$ cat config.mk
export PLATFORM = sky130hd
export DESIGN_NAME = tmr_front
export DESIGN_NICKNAME = d
export VERILOG_FILES = /design/src/design/tmr_pkg.sv /design/src/design/tmr_front.sv
export SDC_FILE = /design/constraint.sdc
export NUM_CORES = 1
export LEC_CHECK = 0
export BUFFER_PORTS_ARGS = -buffer_cell sky130_fd_sc_hd__buf_4
export CORE_MARGIN = 1
export CORE_UTILIZATION = 25
export CTS_CLUSTER_SIZE = 10
export DETAILED_ROUTE_END_ITERATION = 12
export PLACE_DENSITY_LB_ADDON = 0.3
export SKIP_CTS_REPAIR_TIMING = 1
export SLEW_MARGIN = 10
export SYNTH_ARGS = -nofsm -noshare
export SYNTH_HDL_FRONTEND = slang
export SYNTH_SLANG_ARGS = --single-unit
$ cat constraint.sdc
create_clock -name clock -period 9.65 [get_ports clock]
set_clock_uncertainty 0.1 [all_clocks]
set_input_delay 1.93 -clock clock [delete_from_list [all_inputs] [get_ports clock]]
set_output_delay 1.93 -clock clock [all_outputs]
set_load 0.05 [all_outputs]
$ cat src/design/tmr_pkg.sv
// Shared types and constants of the tile map renderer.
package tmr_pkg;
   localparam int MapCells     = 65536;
   localparam int GroupEntries = 4096;
   localparam int Megatiles    = 8192;
   localparam int Tiles        = 32768;
   localparam int MapAw        = $clog2(MapCells);
   localparam int GroupAw      = $clog2(GroupEntries);
   localparam int SubAw        = $clog2(Megatiles * 16);
   localparam int TileAw       = $clog2(Tiles * 64);
   localparam int PalAw        = 8;
   localparam int QueueDepth   = 4;
   localparam int QueueAw      = $clog2(QueueDepth);

   typedef enum logic [2:0] {
      OP_MAP    = 3'd0,
      OP_GROUP  = 3'd1,
      OP_SUB    = 3'd2,
      OP_TILE   = 3'd3,
      OP_PAL    = 3'd4,
      OP_RENDER = 3'd5,
      OP_AVG    = 3'd6,
      OP_NONE   = 3'd7
   } op_type;

   localparam logic [1:0] CSR_WIDTH  = 2'd0;
   localparam logic [1:0] CSR_HEIGHT = 2'd1;
   localparam logic [1:0] CSR_BLOCK  = 2'd2;

   typedef struct packed {
      op_type      op;
      logic [20:0] addr;
      logic [23:0] data;
      logic [9:0]  sx;
      logic [9:0]  sy;
   } cmd_type;
endpackage

$ cat src/design/tmr_front.sv
// Front end: takes command words and queues the ones that do work.
module tmr_front (
   input  logic             clock,
   input  logic             reset,
   input  logic             start,
   output logic             busy,
   input  logic [2:0]       req_operation,
   input  logic [20:0]      req_table_address,
   input  logic [23:0]      req_table_data,
   input  logic [9:0]       req_sub_x,
   input  logic [9:0]       req_sub_y,
   input  logic             pop,
   output logic             cmd_valid,
   output tmr_pkg::cmd_type cmd
);
   tmr_pkg::cmd_type q_ff [tmr_pkg::QueueDepth];
   logic [tmr_pkg::QueueAw-1:0] wp_ff, rp_ff;
   logic [tmr_pkg::QueueAw:0]   cnt_ff;
   logic push;

   assign busy      = (cnt_ff == (tmr_pkg::QueueAw+1)'(tmr_pkg::QueueDepth));
   // drop unused codes here
   assign push      = start && !busy &&
                      (tmr_pkg::op_type'(req_operation) != tmr_pkg::OP_NONE);
   assign cmd_valid = (cnt_ff != '0);
   assign cmd       = q_ff[rp_ff];

   always_ff @(posedge clock) begin
      if (reset) begin
         wp_ff  <= '0;
         rp_ff  <= '0;
         cnt_ff <= '0;
      end else begin
         if (push) begin
            q_ff[wp_ff] <= '{op: tmr_pkg::op_type'(req_operation),
                            addr: req_table_address, data: req_table_data,
                            sx: req_sub_x, sy: req_sub_y};
            wp_ff <= wp_ff + 1'b1;
         end
         if (pop) begin
            rp_ff <= rp_ff + 1'b1;
         end
         cnt_ff <= cnt_ff + (tmr_pkg::QueueAw+1)'(push) - (tmr_pkg::QueueAw+1)'(pop);
      end
   end
endmodule

Word-level counts from Yosys, hierarchy flattened
Memory sizes are Yosys's and may differ from the RTL's. A register that Yosys moved wholly into a read port is not among the register bits.
Index checks and enable logic that the tools add are counted.

storage, ports and cells
  register bits after elaboration = 7
  latch bits = 0
  memory bits (writable) = 272
  bits in read-only memories = 0
  word-level logic and storage cells = 19
  memories kept = 1

operators by class
  add/subtract/negate cells = 4
  $mul = 0
  divide/modulo/power cells = 0
  $lt $le $gt $ge = 0
  equal/unequal tests = 2
  shift operators = 0
  muxes and demuxes = 5
  bitwise gates (word level) = 0
  reductions and logical operators = 4

memories
  memory  depth  width  rd ports  clocked after memory_dff  write ports  RTL line         source
  q_ff    4      68     1         1                         1            tmr_front.sv:16  tmr_pkg::cmd_type q_ff [tmr_pkg::QueueDepth];

operators with widths
  operator                                                       count
  2-bit by 1-bit adder with 2-bit output, second input constant  2
  2-bit two-way mux                                              2
  3-bit by 1-bit adder with 3-bit output                         1
  3-bit equality test, second input constant                     1
  1-bit two-way mux                                              3
  3-bit != test, second input constant                           1
  3-bit nonzero test                                             1
  3-bit by 1-bit subtractor with 3-bit output                    1
  1-bit logical AND                                              2
  1-bit logical NOT                                              1

Logic depth before layout (Yosys ltp)
Gate-level depths: netlist of run 1.

  depth after elaboration = 7
  depth in mapped cells = 11

Worst setup path after synthesis of run 1
No wires, ideal clock.

  path kind = input-to-reg
  start point = input req_operation[2]
  end point = memory q_ff[1][0] (netlist bit) (enable)
  arrival time = 7259 ps
  setup slack = 1699 ps
  stages on the path = 4
  cells stage by stage = nand3_1 and3_4 inv_1 nor3b_1

between the ends
  word-level cells in the longest chain between the ends = 5

RTL lines
  element                                  RTL line         source
  start, declared                          tmr_front.sv:7   input logic [2:0] req_operation,
  3-bit != test                            tmr_front.sv:24  (tmr_pkg::op_type'(req_operation) != tmr_pkg::OP_NONE);
  1-bit logical AND                        tmr_front.sv:23  assign push = start && !busy &&
  1-bit two-way mux                        tmr_front.sv:34  if (push) begin
  1-bit two-way mux                        tmr_front.sv:29  if (reset) begin
  1-bit two-way mux (implied by the code)  tmr_front.sv:35  q_ff[wp_ff] <= '{op: tmr_pkg::op_type'(req_operation),
  end, declared                            tmr_front.sv:16

Every way passes these cells.

==> results.json, run 1 <==
{
  "crit_family": "buffers and inverters",
  "use_met1_pct": 12.5,
  "syn_inst": 405,
  "yosys.area.top_type": "edfxtp_1",
  "fp.dieH_microns": 205,
  "synth_area_sq_mm": 0.0103,
  "leakage_nw": 4.29,
  "post_synth.cell_area_avg_sq_um": 25.5,
  "crit_type": "register to output pin",
  "min_period_ns": 4.94,
  "use_met2_pct": 16.8,
  "grt_use_total_pct": 10.2,
  "drc_errors": 0,
  "status": "finished clean",
  "drtAntennaViolNets": 0,
  "path_common_cell": "buf_4",
  "globalRouteOverflowTotal": 0,
  "worst_path_largest_cell_delay_ns": 0.81,
  "clock-sinks": 281,
  "critPathRequiredTime_ns": 7.62,
  "antenna_found_initial": 0,
  "setup-tns-final_ns": 0,
  "ys_types": 26,
  "top_usage_layer": "met2",
  "fp.dieW_microns": 205,
  "report.final.slew_viol_count": 0,
  "dr_total_vias": 4654,
  "synth_top_area_share_pct": 79.2,
  "grt_pass1_vias": 5262,
  "fin_nets": 654,
  "row_count": 74,
  "hold_path_class": "register to register",
  "tritoncts": "yes",
  "cap_violations": 0,
  "gp_congestion": 0.670,
  "rsz0062_at_grt": "false",
  "dpl.hpwl_microns": 12300,
  "async_flop_share_pct": 0,
  "finalPower_mw": 3.13,
  "path_cells": "buf_4 > mux4_2 > buf_4",
  "initial_core_util_pct": 25.3,
  "grt.met3_usage_pct": 3.39,
  "viasPerCell": 4.16,
  "critical_path.slowest_cell": "dfxtp_4",
  "hold_viol": 0,
  "grt_max_degree": 69,
  "worst_pin_slew_ns": 1.16,
  "cts-root-buf": "clkbuf_16",
  "htree_levels": 2,
  "clockBufferDepth": 3,
  "worst-endpoint-arrival_ns": 2.91,
  "numPortBuffers": 141,
  "drt-pass1-iter-count": 4,
  "clk_pin_slew_worst_paths_ns": 0.05,
  "die-area_sq_mm": 0.0421,
  "routed_wl_microns": 20900,
  "max_freq_mhz": 202,
  "n_antenna_cell": 0,
  "boundaryPins": 142,
  "powerDensity_mw_per_mm2": 240,
  "vdd_drop_max_v": 0.000127,
  "syn_nets": 484,
  "drive_above_1_share_pct": 45.4,
  "clk_latency_ns": 0.51,
  "yosysWarnings": 0,
  "yosysSeqAreaShare_pct": 81.0,
  "worstSetupEndpointType": "output pin",
  "fp.coreArea_sq_mm": 0.0407,
  "maxSlewHeadroom_pct": 22.7,
  "synthFlopType": "edfxtp_1",
  "grt_pass1_wl_microns": 31300,
  "synth.area.top_cells": "edfxtp_1 (79%), mux4_2 (15%), dfxtp_1 (1.7%), ha_1 (0.73%), buf_12 (0.58%)",
  "worst-path-buf-inv": 2,
  "finalSetupViolCount": 0,
  "synth_edf_count": 272,
  "critPathLaunchType": "register",
  "syn2layout_area_growth_pct": 26.4,
  "wl_per_cell_microns": 18.7,
  "post-route-period-util_pct": 51.2,
  "critPathMaxFanout": 36,
  "ys_ff_latch": 281,
  "numCtsBuffers": 35,
  "drtIter0Drc": 190
}
-- flip-flops by register name (all words and copies together) (netlist names), named ones only --
| name | flops |
|---|---|
| cnt_ff | 3 |
| rp_ff | 2 |
| q_ff | 272 |
| wp_ff | 2 |
-- final cells by class --
type	count	area (sq um)
Tap cell	532	666
Clock buffer	43	948
Multi-Input combinational cell	101	1820
Timing Repair Buffer	150	1130
Clock inverter	5	97.6
Sequential cell	281	8360
Inverter	6	22.5
Fill cell	3882	27700
-- cell families after synthesis --
group | synth area share [%]
multiplexers | 15.1
buffers and inverters | 1.58
AND/OR/NAND/NOR | 1.18
XOR/XNOR | 0.255
adder cells (fa/ha/maj) | 0.922
flip-flops | 81.0
-- stage by stage --
stage	std cells	hold WS [ns]	util (%)	worst slack (ns)	area (sq um)
2_1_floorplan	405	0.381	-	1.70	10300
3_3_place_gp	1070	0.398	29.4	5.12	12000
3_5_place_dp	1070	0.416	29.4	5.09	12000
4_1_cts	1118	0.424	32.0	4.52	13000
5_1_grt	1118	0.440	32.0	4.39	13000
6_report	1118	0.417	32.0	4.71	13000
-- worst register-to-register path: stages, from the launching register on --
cell and delay, ns:
dfxtp_1 0.34, or3b_1 0.41, and3_4 0.20, inv_1 0.20, ha_1 0.28, inv_1 0.06, ha_1 0.13, inv_1 0.05
fa_1 0.38, xor2_1 0.17, and2_1 0.16, nor3_1 0.13
-- report_power, final --
part / switching (mW) / total [mW] / leakage (nW) / internal (mW)
sequential: 0.0371 / 1.45 / 2.54 / 1.41
combinational: 0.303 / 0.474 / 1.24 / 0.171
clock: 0.442 / 1.20 / 0.509 / 0.762
total: 0.783 / 3.13 / 4.29 / 2.34
-- synth_stat cells, types with 2 or more instances --
library cell and count:
xor2_1 2, clkbuf_1 5, nor3b_1 4, ha_1 6, buf_12 3, buf_2 4
nor2_1 7, edfxtp_1 272, dfxtp_1 9, inv_1 6, mux4_2 68, buf_4 4
nand2b_1 2
-- per-layer routing --
metal  routed length, microns  share of wire, %  vias to the layer above
met1                     8750                42                     2455
met4                      426               2.0                        0
met5                        0                 0                        -
met2                    10500                50                      116
met3                     1200               5.7                       34
li1                         -                 -                     2049
-- final timing paths --
path	from	to	slack (ns)	depth (start not counted)
max	register	cmd[1]	4.71	3
min	wp_ff[1]	wp_ff[1]	0.42	2
max reg2reg	cnt_ff[1]	cnt_ff[2]	6.98	11
min reg2reg	wp_ff[1]	wp_ff[1]	0.42	2
-- layout by cell type (no fill, tap or decap) --
cell / n
edfxtp_1: 272
buf_4: 150
mux4_2: 68
clkbuf_16: 37
nor2_1: 7
dfxtp_1: 7
inv_1: 6
ha_1: 6
clkbuf_1: 6
nor3b_2: 4
bufinv_16: 3
xor2_1: 2
nand2b_1: 2
dfxtp_4: 2
clkinv_1: 2
or3b_1: 1
nand3_1: 1
and3_4: 1
or3_1: 1
nor2b_1: 1
mux2_4: 1
xnor2_1: 1
nand2_1: 1
mux2i_1: 1
and2_1: 1
nor3_1: 1
fa_1: 1
(Power assumes the default switching activity.)
==> inputs of run 2 (changes only) <==
clock period = 4.09 ns   (was 9.65 ns; I/O delays follow)
==> results.json, run 2 (same netlist as run 1, synthesis figures left out) <==
{
  "fin_area_sq_mm": 0.0130,
  "power.net_switching_mw": 1.86,
  "mostFrequentLayoutCell": "edfxtp_1",
  "numCtsBuffers": 35,
  "powerDensity_mw_per_mm2": 554,
  "grt_pass1_wl_microns": 30400,
  "syn2layout_area_growth_pct": 26.1,
  "die-area_sq_mm": 0.0421,
  "timing.rr.end": "cnt_ff[2]",
  "drt-pass1-iter-count": 4,
  "drtIter0Drc": 162,
  "dr_total_vias": 4661,
  "maxSlewHeadroom_pct": 26.0,
  "critPathRequiredTime_ns": 3.17,
  "holdPathStages": 1,
  "worst-endpoint-arrival_ns": 2.41,
  "drc_errors": 0,
  "fin_nets": 655,
  "row_count": 74,
  "grt_max_degree": 69,
  "min_to": "q_ff[0][34]",
  "drtAntennaViolNets": 0,
  "htree_levels": 2,
  "routed_wl_microns": 20100,
  "clk_latency_ns": 0.51,
  "grt_pass1_vias": 5260,
  "gp_congestion": 0.636,
  "rsz0062_at_grt": "false",
  "vdd_drop_max_v": 0.000302,
  "worst_pin_slew_ns": 1.11,
  "power_frac_seq_pct": 47.3,
  "antenna_found_initial": 0,
  "hold_start": "req_table_data[14]",
  "status": "finished clean",
  "mostFrequentLayoutCells": "edfxtp_1 (272), buf_4 (150), mux4_2 (68), clkbuf_16 (37), clkbuf_1 (8)",
  "hold_path_class": "input pin to register",
  "p_comb_share_pct": 15.7,
  "place_area_sq_mm": 0.0120,
  "finalPower_mw": 7.21,
  "crit_type": "register to output pin",
  "fp.coreArea_sq_mm": 0.0407,
  "worstSetupEndpointType": "output pin",
  "wl_per_cell_microns": 18.0,
  "rr_worst_depth": 11,
  "viasPerCell": 4.17,
  "clockBufferDepth": 3,
  "largest_reg_flops": 272,
  "critPathMaxFanout": 26,
  "min_period_ns": 3.33,
  "p_clk_share_pct": 37.0,
  "top_register": "q_ff",
  "drive_above_1_share_pct": 45.4,
  "initial_core_util_pct": 25.3,
  "leakage_nw": 4.29,
  "numPortBuffers": 141,
  "clock-sinks": 281,
  "fp.dieH_microns": 205,
  "tritoncts": "yes",
  "max_freq_mhz": 300,
  "boundaryPins": 142,
  "grt_use_total_pct": 9.81,
  "report.final.slew_viol_count": 0,
  "finalSetupViolCount": 0,
  "critPathLaunchType": "register",
  "clk_pin_slew_worst_paths_ns": 0.05,
  "biggestRegsByFlops": "q_ff x272, cnt_ff x3",
  "hold_viol": 0,
  "internal_power_mw": 5.35,
  "r2r_start": "cnt_ff[1]",
  "r2r_slack_ns": 1.28,
  "cts-root-buf": "clkbuf_16",
  "switching_share_pct": 25.7,
  "globalRouteOverflowTotal": 0,
  "dpl.hpwl_microns": 11800,
  "fp.dieW_microns": 205,
  "n_antenna_cell": 0,
  "cap_violations": 0,
  "post-route-period-util_pct": 81.4
}
==> run 2: cell count changes in the layout (fill, tap and decap cells not counted) <==
cell       previous run  this run
nor3b_4               0         4
bufinv_16             3         0
clkinv_2              0         1
nor3b_2               4         0
inv_6                 0         1
clkbuf_1              6         8
clkinv_1              2         0
buf_12                0         1
==> run 2: power groups by stage <==
stage	sequential (mW)	clock (mW)	combinational, mW
after floorplan	3.42	0	0.815
after global placement	3.46	0	1.13
after detailed placement	3.47	0	1.15
after CTS	3.42	2.78	1.16
after global routing	3.43	2.87	1.20
final	3.41	2.67	1.13
==> run 2: area by class of cell <==
| type | count | area [sq um] |
|---|---|---|
| Fill cell | 3929 | 27700 |
| Sequential cell | 281 | 8360 |
| Multi-Input combinational cell | 101 | 1840 |
| Timing Repair Buffer | 151 | 1150 |
| Clock buffer | 45 | 956 |
| Tap cell | 532 | 666 |
| Inverter | 6 | 22.5 |
| Clock inverter | 2 | 13.8 |
==> run 2: worst max-delay path by stage <==
stage | end | slack (ns) | cells after the start
6_report | cmd[24] | 0.76 | 3
5_1_grt | cmd[42] | 0.52 | 3
4_1_cts | cmd[42] | 0.60 | 3
3_5_place_dp | cnt_ff[2] | 1.04 | 12
3_3_place_gp | cnt_ff[2] | 1.13 | 12
2_1_floorplan | q_ff[1][0] | -0.38 | 4
==> run 2: routing by layer <==
layer | vias up | routed length, microns | track usage (%)
li1 | 2045 | - | -
met1 | 2444 | 7870 | 10.9
met2 | 130 | 10500 | 17.3
met3 | 42 | 1200 | 3.29
met4 | 0 | 529 | 3.65
met5 | - | 0 | 0
==> run 2: worst max-delay path, stage by stage, from the launching register on <==
cell and delay, ns:
dfxtp_4 0.71, buf_4 0.39, mux4_2 0.56, buf_4 0.21
==> run 2: per-stage QoR <==
step	util [%]	setup TNS (ns)	std cells	setup slack, ns	hold WS [ns]
global placement	29.5	0	1071	1.13	0.404
global route	31.9	0	1118	0.518	0.360
CTS	31.9	0	1118	0.603	0.354
detailed placement	29.5	0	1071	1.04	0.426
finish	31.9	0	1118	0.762	0.401
floorplan	-	-100.77	405	-0.377	0.381
